--- src/rtl/mvpm_ram.sv ---
// Generic single-write, single-read RAM with a registered read port.
module mvpm_ram #(
	parameter int WIDTH = 8,
	parameter int DEPTH = 256
) (
	input  logic                                  clk,
	input  logic                                  we,
	input  logic [(DEPTH > 1 ? $clog2(DEPTH) : 1)-1:0] waddr,
	input  logic [WIDTH-1:0]                      wdata,
	input  logic [(DEPTH > 1 ? $clog2(DEPTH) : 1)-1:0] raddr,
	output logic [WIDTH-1:0]                      rdata
);
	logic [WIDTH-1:0] mem [DEPTH];

	always_ff @(posedge clk) begin
		if (we) begin
			mem[waddr] <= wdata;
		end
		rdata <= mem[raddr];
	end
endmodule

--- config.mk ---
export PLATFORM = sky130hd
export DESIGN_NAME = mvpm_ram
export DESIGN_NICKNAME = d
export VERILOG_FILES = /design/src/rtl/mvpm_ram.sv
export SDC_FILE = /design/constraint.sdc
export NUM_CORES = 2
export LEC_CHECK = 0
export BUFFER_PORTS_ARGS = -buffer_cell sky130_fd_sc_hd__buf_2
export CELL_PAD_IN_SITES_DETAIL_PLACEMENT = 0
export CELL_PAD_IN_SITES_GLOBAL_PLACEMENT = 1
export CORE_MARGIN = 5
export CORE_UTILIZATION = 47
export DETAILED_ROUTE_END_ITERATION = 16
export GPL_ROUTABILITY_DRIVEN = 1
export PLACE_DENSITY_LB_ADDON = 0.25
export SKIP_LAST_GASP = 1
export SYNTH_ARGS = -nofsm -noshare
export SYNTH_HDL_FRONTEND = slang
export SYNTH_SLANG_ARGS = --single-unit
--- constraint.sdc ---
create_clock -name clk -period 2.9 [get_ports clk]
set_input_delay 0.29 -clock clk [delete_from_list [all_inputs] [get_ports clk]]
set_output_delay 0.29 -clock clk [all_outputs]
set_load 0.005 [all_outputs]
==> impl_metrics.ini <==
[placement]
dpl.cell_count = 6289
detailed_place_hpwl_um = 129000
io_buffers = 33
globalplace.congestion = 0.848
pre_cts_slack_ns = -0.708

[logic_synthesis]
synth_flop_cell = edfxtp_1
synthArstFlopShare_pct = 0
syn_nets = 3759
synth_seq_cells = 2056
yosysWarnings = 0
syn_area_mm2 = 0.0796
synth_area_per_cell_um2 = 21.3
synth-seq-area-share_pct = 77.5
ys_types = 55
synth_enable_flop_cells = 2048
synth_cells = 3733

[grt]
grt_max_degree = 116
grt-ovfl-total = 0
antenna_found_initial = 13
grt_first_pass_wirelength_um = 293000
grt_pass1_vias = 40100
grtUsageTotal_pct = 22.8

[timing]
relSlewSlack_pct = 34.2
hold_viol = 0
layout_setup_ws_ns = 0.221
period_minus_slack_ns = 2.68
finalClockSkew_ns = 0.0508
final-max-slew-violation-count = 0
finalCritPeriodShare_pct = 92.4
setup_viol = 0
tightest_slew_ns = 0.978
grt_setup_unrepaired = no
tns_ns = 0
fmax_ghz = 0.373

[flow_run]
cap_violations = 0

[layout]
layout.nets = 4312
drive_gt1_share_pct = 30.1
regArea_mm2 = 0.0617
multi_input_area_mm2 = 0.0165
fillers = 12900
layout.cells.non_filler = 6679
synthToLayoutAreaGrowth_pct = 16.6

[setup_path]
crit_type = flip-flop to flip-flop
cp.arrival_ns = 3.32
crit_required_ns = 3.54
critPathLaunchType = flip-flop
worstPathMaxFanout = 2
setup.worst_path.end_class = flip-flop

[power_and_ir_drop]
power_mw = 61.8
power-per-cell-area_mw_per_mm2 = 666
ir_drop_v = 0.000631
power.leakage_nw = 29.7

[floorplan]
io-pin-count = 34
initial_core_util_pct = 47.1
die_width_um = 421
dieHeight_um = 421
die_area_mm2 = 0.178
core_mm2 = 0.169
rows = 151

[detailed_routing]
ant_nets = 0
via_count = 40100
drt_iter0_drc = 4859
viasPerCell = 6.00
first_pass_iters = 6
wirelength_um = 202000
avgRoutedWirePerCell_um = 30.3
drc = 0

[worst_hold_path]
hp-class = input pin to flip-flop

[clocking]
cts_made_buffers = 205
cts.sinks = 2056
clk_pin_slew_worst_paths_ns = 0.06
clock_latency_ns = 0.85
post-cts-setup-buffers = 0
htree_levels = 4
cts_tree = done
clockBufferDepth = 3
cts_root_buf = clkbuf_16

[outcome]
status = complete, no violations
cells in the final DEF, fill, tap and decap left out, types with 5 or more instances in the layout:
cell,count
nor3_1,20
o21ai_0,10
nand2b_1,8
diode_2,7
edfxtp_1,2048
dfxtp_1,8
buf_12,63
a22o_1,8
clkinv_16,8
clkinv_2,42
o22a_1,5
nand2_1,33
o221ai_1,46
buf_2,21
clkbuf_16,206
nor2b_1,28
buf_8,10
and2_1,6
nand3_2,5
clkbuf_1,41
bufinv_16,14
dlygate4sd3_1,8
mux2i_1,134
o22ai_1,28
a21oi_1,96
nand3_1,29
buf_4,477
clkinv_1,47
nand4_1,10
a22oi_1,133
a221oi_1,13
o211ai_1,10
a211oi_1,16
nor4_1,23
mux4_2,454
nor2_1,279
state kept, by name, summed over array words and instances, names as in the netlist:
| name | flops |
|---|---|
| mem | 2048 |
| rdata | 8 |
final timing paths:
| kind | from | cells past startpoint | endpoint | slack [ns] |
|---|---|---|---|---|
| setup / recovery | mem[83][5]$_DFFE_PP_ | 7 | rdata[5]$_DFF_P_ | 0.22 |
| hold / removal | waddr[1] | 4 | mem[155][0]$_DFFE_PP_ | 0.19 |
| setup reg to reg | mem[83][5]$_DFFE_PP_ | 7 | rdata[5]$_DFF_P_ | 0.22 |
| hold reg to reg | mem[40][3]$_DFFE_PP_ | 7 | rdata[3]$_DFF_P_ | 1.11 |
critical path: stages (launching register included):
cell	delay, ns
edfxtp_1	0.37
mux4_2	0.47
a22o_1	0.26
a221oi_1	0.25
buf_4	0.20
o32ai_1	0.10
nor3_2	0.70
nor4_1	0.17
synth_stat cells, types with 22 or more instances:
master,n,area share (%)
o22ai_1,28,0.22
mux2i_1,134,1.7
clkbuf_1,111,0.52
a21oi_1,96,0.60
buf_4,27,0.25
a22oi_1,133,1.3
nor3_1,22,0.14
mux4_2,454,13
nor2_1,282,1.3
o221ai_1,46,0.51
edfxtp_1,2048,77
buf_1,22,0.10
buf_2,31,0.20
nor2b_1,31,0.24
nand3_1,34,0.21
nand2_1,33,0.16
nor4_1,24,0.19
metal layers:
layer / wire length, um / GRT usage, % / up-vias / share of wire, %
li1: - / - / 16800 / -
met1: 83400 / 32.8 / 21400 / 41
met2: 98800 / 36.8 / 1575 / 49
met3: 15100 / 3.85 / 271 / 7.4
met4: 5110 / 6.17 / 0 / 2.5
met5: 0 / 0 / - / 0
report_power, final:
part / internal [mW] / switching, mW / leakage [nW] / total (mW)
logic: 1.25 / 2.00 / 8.03 / 3.24
clock network: 14.5 / 11.2 / 3.21 / 25.7
registers: 32.8 / 0.0628 / 18.5 / 32.8
total: 48.5 / 13.3 / 29.7 / 61.8
metrics by stage:
| stage | util [%] | hold WS (ns) | area, um2 |
|---|---|---|---|
| floorplan | - | 0.389 | 79600 |
| global placement | 51.0 | 0.670 | 86100 |
| detailed placement | 51.0 | 0.673 | 86100 |
| CTS | 54.9 | 0.112 | 92700 |
| global route | 54.9 | 0.159 | 92700 |
| finish | 54.9 | 0.190 | 92800 |
kinds of logic after synthesis:
kind of cell / after synthesis / synth area share [%]
AOI/OAI and AO/OA: 385 / 3.42
buffers and inverters: 235 / 1.83
DFF: 2056 / 77.5
muxes: 591 / 14.6
and+or+nand+nor: 466 / 2.63
layout make-up:
type / instances / area share [%]
clock inverter: 124 / 1.32
sequential: 2056 / 66.5
antenna: 7 / 0.0189
tap: 2218 / 2.99
clock buffer: 251 / 5.78
timing repair buffer: 579 / 5.58
inverter: 2 / 0.00809
multi-input combinational: 1442 / 17.8
repair_timing:
item / 4_1_cts / 5_1_grt
hold endpoints to repair: 382 / 0
gates resized for setup: 2 / 0
setup endpoints to repair: 2 / 0
hold buffers: 8 / 0
Note: power is estimated with default switching activity, not from simulation.
