### config.mk
export PLATFORM = sky130hd
export DESIGN_NAME = mvpm_stepdiv
export DESIGN_NICKNAME = d
export VERILOG_FILES = /design/src/rtl/mvpm_pkg.sv /design/src/rtl/mvpm_stepdiv.sv
export SDC_FILE = /design/constraint.sdc
export NUM_CORES = 1
export LEC_CHECK = 0
export ABC_AREA = 1
export BUFFER_PORTS_ARGS = -buffer_cell sky130_fd_sc_hd__buf_2
export CORE_MARGIN = 1
export CORE_UTILIZATION = 43
export DETAILED_ROUTE_END_ITERATION = 8
export PLACE_DENSITY_LB_ADDON = 0.05
export SETUP_SLACK_MARGIN = 0.5
export SYNTH_ARGS = -nofsm -noshare
export SYNTH_HDL_FRONTEND = slang
export SYNTH_SLANG_ARGS = --single-unit
### constraint.sdc
create_clock -name clk -period 2.3 [get_ports clk]
set_clock_uncertainty 0.2 [all_clocks]
set_input_delay 0.46 -clock clk [delete_from_list [all_inputs] [get_ports clk]]
set_output_delay 0.46 -clock clk [all_outputs]
set_load 0.1 [all_outputs]
### src/rtl/mvpm_pkg.sv
// Package for the multi-voice PCM mixer: default parameters, command codes and sequencer states.
package mvpm_pkg;

	localparam int VOICES_DEFAULT        = 8;
	localparam int SAMPLE_DEPTH_DEFAULT  = 16384;
	localparam int FRACTION_BITS_DEFAULT = 16;

	localparam logic [15:0] DEFAULT_RATE = 16'd11025;
	localparam int          STEP_W       = 32;
	localparam int          POS_W        = 33;

	typedef enum logic [1:0] {
		CMD_LOAD  = 2'd0,
		CMD_START = 2'd1,
		CMD_MIX   = 2'd2,
		CMD_STOP  = 2'd3
	} cmd_t;

	typedef enum logic [2:0] {
		ST_IDLE,
		ST_LOAD,
		ST_DIV,
		ST_START_WR,
		ST_MIX_SCAN,
		ST_MIX_IDX,
		ST_MIX_ACC,
		ST_DONE
	} state_t;

	// Handshake between the sequencer and the step divider.
	typedef struct packed {
		logic        start;
		logic [15:0] rate;
		logic [15:0] divisor;
	} div_req_t;

	typedef struct packed {
		logic              done;
		logic [STEP_W-1:0] quotient;
	} div_rsp_t;

endpackage

### src/rtl/mvpm_stepdiv.sv
// Restoring divider, one quotient bit per cycle: step = (rate << FRACTION_BITS) / divisor.
module mvpm_stepdiv #(
	parameter int FRACTION_BITS = mvpm_pkg::FRACTION_BITS_DEFAULT
) (
	input  logic               clk,
	input  logic               arst_n,
	input  mvpm_pkg::div_req_t req,
	output mvpm_pkg::div_rsp_t rsp
);
	import mvpm_pkg::*;

	localparam int QW = 16 + FRACTION_BITS;
	localparam int CW = $clog2(QW + 1);

	logic [QW-1:0] dividend_q;
	logic [QW-1:0] quot_q;
	logic [16:0]   rem_q;
	logic [15:0]   divisor_q;
	logic [CW-1:0] count_q;
	logic          busy_q;
	logic          done_q;
	logic [16:0]   trial;
	logic          fits;

	always_comb begin
		trial = {rem_q[15:0], dividend_q[QW-1]};
		fits  = trial >= {1'b0, divisor_q};
	end

	always_ff @(posedge clk or negedge arst_n) begin
		if (!arst_n) begin
			busy_q  <= 1'b0;
			done_q  <= 1'b0;
			count_q <= '0;
		end else begin
			done_q <= 1'b0;
			if (req.start) begin
				busy_q  <= 1'b1;
				count_q <= CW'(QW);
			end else if (busy_q) begin
				count_q <= count_q - 1'b1;
				if (count_q == CW'(1)) begin
					busy_q <= 1'b0;
					done_q <= 1'b1;
				end
			end
		end
	end

	always_ff @(posedge clk) begin
		if (req.start) begin
			dividend_q <= {req.rate, {FRACTION_BITS{1'b0}}};
			divisor_q  <= req.divisor;
			rem_q      <= '0;
			quot_q     <= '0;
		end else if (busy_q) begin
			dividend_q <= {dividend_q[QW-2:0], 1'b0};
			rem_q      <= fits ? (trial - {1'b0, divisor_q}) : trial;
			quot_q     <= {quot_q[QW-2:0], fits};
		end
	end

	assign rsp.done     = done_q;
	assign rsp.quotient = STEP_W'(quot_q);
endmodule

==> impl_metrics.tcl <==
set metrics [dict create \
    grt_max_degree 38 \
    yosysTopAreaCell "dfxtp_1" \
    routed_wl_um 10900 \
    critical_path_required_ps 2420 \
    fmax_mhz 480 \
    ys_types 38 \
    synth_seq_cells 88 \
    overflow 0 \
    p_sw_share_pct 42.7 \
    syn_area_um2 4410 \
    die_y_um 103 \
    first_global_vias 3737 \
    critPathMaxStageDelay_ps 440 \
    min_period_ps 2080 \
    avgSynthCellArea_um2 7.91 \
    clkLatencyLatePin_ps 360 \
    maxCapViolations 0 \
    antenna_found_initial 0 \
    slowest_stage "dfxtp_1" \
    p_leak_nw 2.79 \
    seqPwrFrac_pct 32.1 \
    yosys_warnings 0 \
    critical_path_buf_inv_count 3 \
    drive_above_1_share_pct 34.3 \
    grt_pass1_wl_um 17500 \
    synth_ff_type "dfxtp_1" \
    criticalPathCategory "reg2reg" \
    synth_edf_count 32 \
    clk_pin_slew_ps 100 \
    slew_headroom_pct 70.9 \
    cts_tree "yes" \
    async_flop_share_pct 9.09 \
    hpwlAfterDp_um 7300 \
    report.final.slew_viol_count 0 \
    setup_tns_ps 0 \
    drtIter0Drc 128 \
    cts_root_buffer "clkbuf_8" \
    cts_made_buffers 9 \
    firstDrtPassIters 4 \
    track_usage_pct 21.5 \
    place_area_um2 5110 \
    worst_pin_slew_ps 436 \
    clkSinkCount 88 \
    cp-start-kind "register" \
    hold_path.class "in2reg" \
    synth_area_leaders "dfxtp_1 (22%), edfxtp_1 (22%), nand2_1 (13%)" \
    viasPerCell 4.97 \
    cp_top_family "simple AND/OR/NAND/NOR gates" \
    synth-seq-area-share_pct 48.1 \
    period_share_pct 90.6 \
    rsz0062_at_grt "yes" \
    outcome "finished clean" \
    start_util_pct 44.7 \
    dr_total_vias 3979 \
    cts_buffer_depth 2 \
    design_area_um2 5990 \
    die_area_um2 10700 \
    die_w_um 103 \
    syn_nets 612 \
    wl_per_cell_um 13.6 \
    switchingPower_w 0.00276 \
    n_antenna_cell 0 \
    critPathMaxFanout 6 \
    power_density_nw_per_um2 1080 \
    pin_count 68 \
    internal_power_w 0.00370 \
    h-tree-depth 3 \
    num_rows 36 \
    hold_slack_ps 65.2 \
    coreArea_um2 9860 \
    clkPwrFrac_pct 15.8 \
    ant_nets 0 \
    cp_cell_sequence "ha_4 -> nand2_1 -> nor2_1 -> nand4_1 -> nand2_2 -> nor2_4 -> buf_4 -> buf_6 -> nand4_1 -> nand3_1 -> nand2_1 -> inv_1" \
    gp_congestion 0.926 \
    drc 0 \
    layout_commonest_cell "nand2_1" \
    vdd.ir_drop.worst_mv 0.359 \
    worst_setup_path_end_kind "register" \
    pwr-share-comb_pct 52.1 \
    crit_arrival_ps 2200 \
    io_buffers 67 \
    syn2layout_area_growth_pct 35.7 \
    setup_viol 0 \
    fin_nets 716 \
    synth_cells 558 \
    final_cell_mix "nand2_1 (133), inv_1 (82), buf_4 (52)" \
    yosys.area.top_type_share_pct 21.8 \
    final-hold-violation-count 0 \
]
[layout make-up]
| cell class | instances | area (um2) |
|---|---|---|
| Sequential cell | 88 | 2130 |
| Inverter | 102 | 395 |
| Tap cell | 133 | 166 |
| Timing Repair Buffer | 108 | 779 |
| Multi-Input combinational cell | 353 | 2340 |
| Fill cell | 917 | 3880 |
| Clock inverter | 7 | 53.8 |
| Clock buffer | 9 | 124 |
[power groups by stage]
stage	Clock (W)	Sequential (W)	Combinational, W
after floorplan	0	0.00213	0.00187
after global placement	0	0.00208	0.00239
after detailed placement	0	0.00209	0.00241
after CTS	0.00105	0.00207	0.00286
after global routing	0.00110	0.00210	0.00370
final	0.00102	0.00207	0.00337
[worst reg2reg max path, stage by stage (launching register included)]
cell,delay [ps]
dfxtp_1,440
ha_4,270
nand2_1,100
nor2_1,50
nand4_1,100
nand2_2,70
nor2_4,250
buf_4,170
buf_6,100
nand4_1,90
nand3_1,110
nand2_1,50
inv_1,50
[synthesized netlist by cell type, drive strengths merged (4+ instances only)]
cell type / count
nand2: 160
o21ai: 14
dfrtp: 8
o22ai: 30
nor2: 40
ha: 18
nand3: 38
edfxtp: 32
clkbuf: 9
nor3: 4
nand4: 9
inv: 102
a21oi: 23
dfxtp: 48
a21boi: 5
buf: 8
[routing by layer]
metal | global-route usage, % | vias up | share of wire, %
li1 | - | 2009 | -
met1 | 27.2 | 1850 | 45
met2 | 36.4 | 101 | 48
met3 | 4.37 | 19 | 5.2
met4 | 7.69 | 0 | 1.8
met5 | 0 | - | 0
[per-stage QoR]
| step | worst slack [ps] | total power [W] | utilization [%] | cells |
|---|---|---|---|---|
| floorplan | 428 | 0.00400 | - | 558 |
| global placement | 204 | 0.00447 | 51.8 | 750 |
| detailed placement | 159 | 0.00449 | 51.8 | 750 |
| CTS | 285 | 0.00598 | 57.1 | 783 |
| global route | 109 | 0.00690 | 60.7 | 800 |
| finish | 216 | 0.00647 | 60.7 | 800 |
[sequential cells by signal (all words and copies together) (netlist names)]
register,flops
busy_q,1
count_q,6
dividend_q,16
divisor_q,16
done_q,1
quot_q,32
rem_q,16
[cells by family after synthesis]
kind of cell / share of synthesized area [%]
and+or+nand+nor: 25.6
DFF: 48.1
adders and majority gates: 5.56
AOI/OAI and AO/OA: 10.1
buffers and inverters: 10.7
[what timing repair did]
action / in CTS / in global routing
gates cloned: 2 / 0
hold endpoints to repair: 8 / 0
endpoints found under the setup margin: 38 / 50
resized for setup: 60 / 61
hold buffers: 1 / 0
buffers inserted: 14 / 17
pin swaps: 10 / 24
[worst paths after layout]
path | from | to | slack (ps) | cells after the start
max in group asynchronous | arst_n | busy_q$_DFF_PN0_ | 1450 | 2
worst max register to register | rem_q[11]$_SDFFE_PP0P_ | rem_q[9]$_SDFFE_PP0P_ | 220 | 12
worst max-delay path | rem_q[11]$_SDFFE_PP0P_ | rem_q[9]$_SDFFE_PP0P_ | 220 | 12
min in group asynchronous | arst_n | count_q[2]$_DFFE_PN0P_ | 280 | 2
worst min-delay path | req[12] | divisor_q[12]$_DFFE_PP_ | 70 | 1
worst min register to register | quot_q[31]$_SDFFE_PP0P_ | quot_q[31]$_SDFFE_PP0P_ | 280 | 2
(Power assumes the default switching activity.)
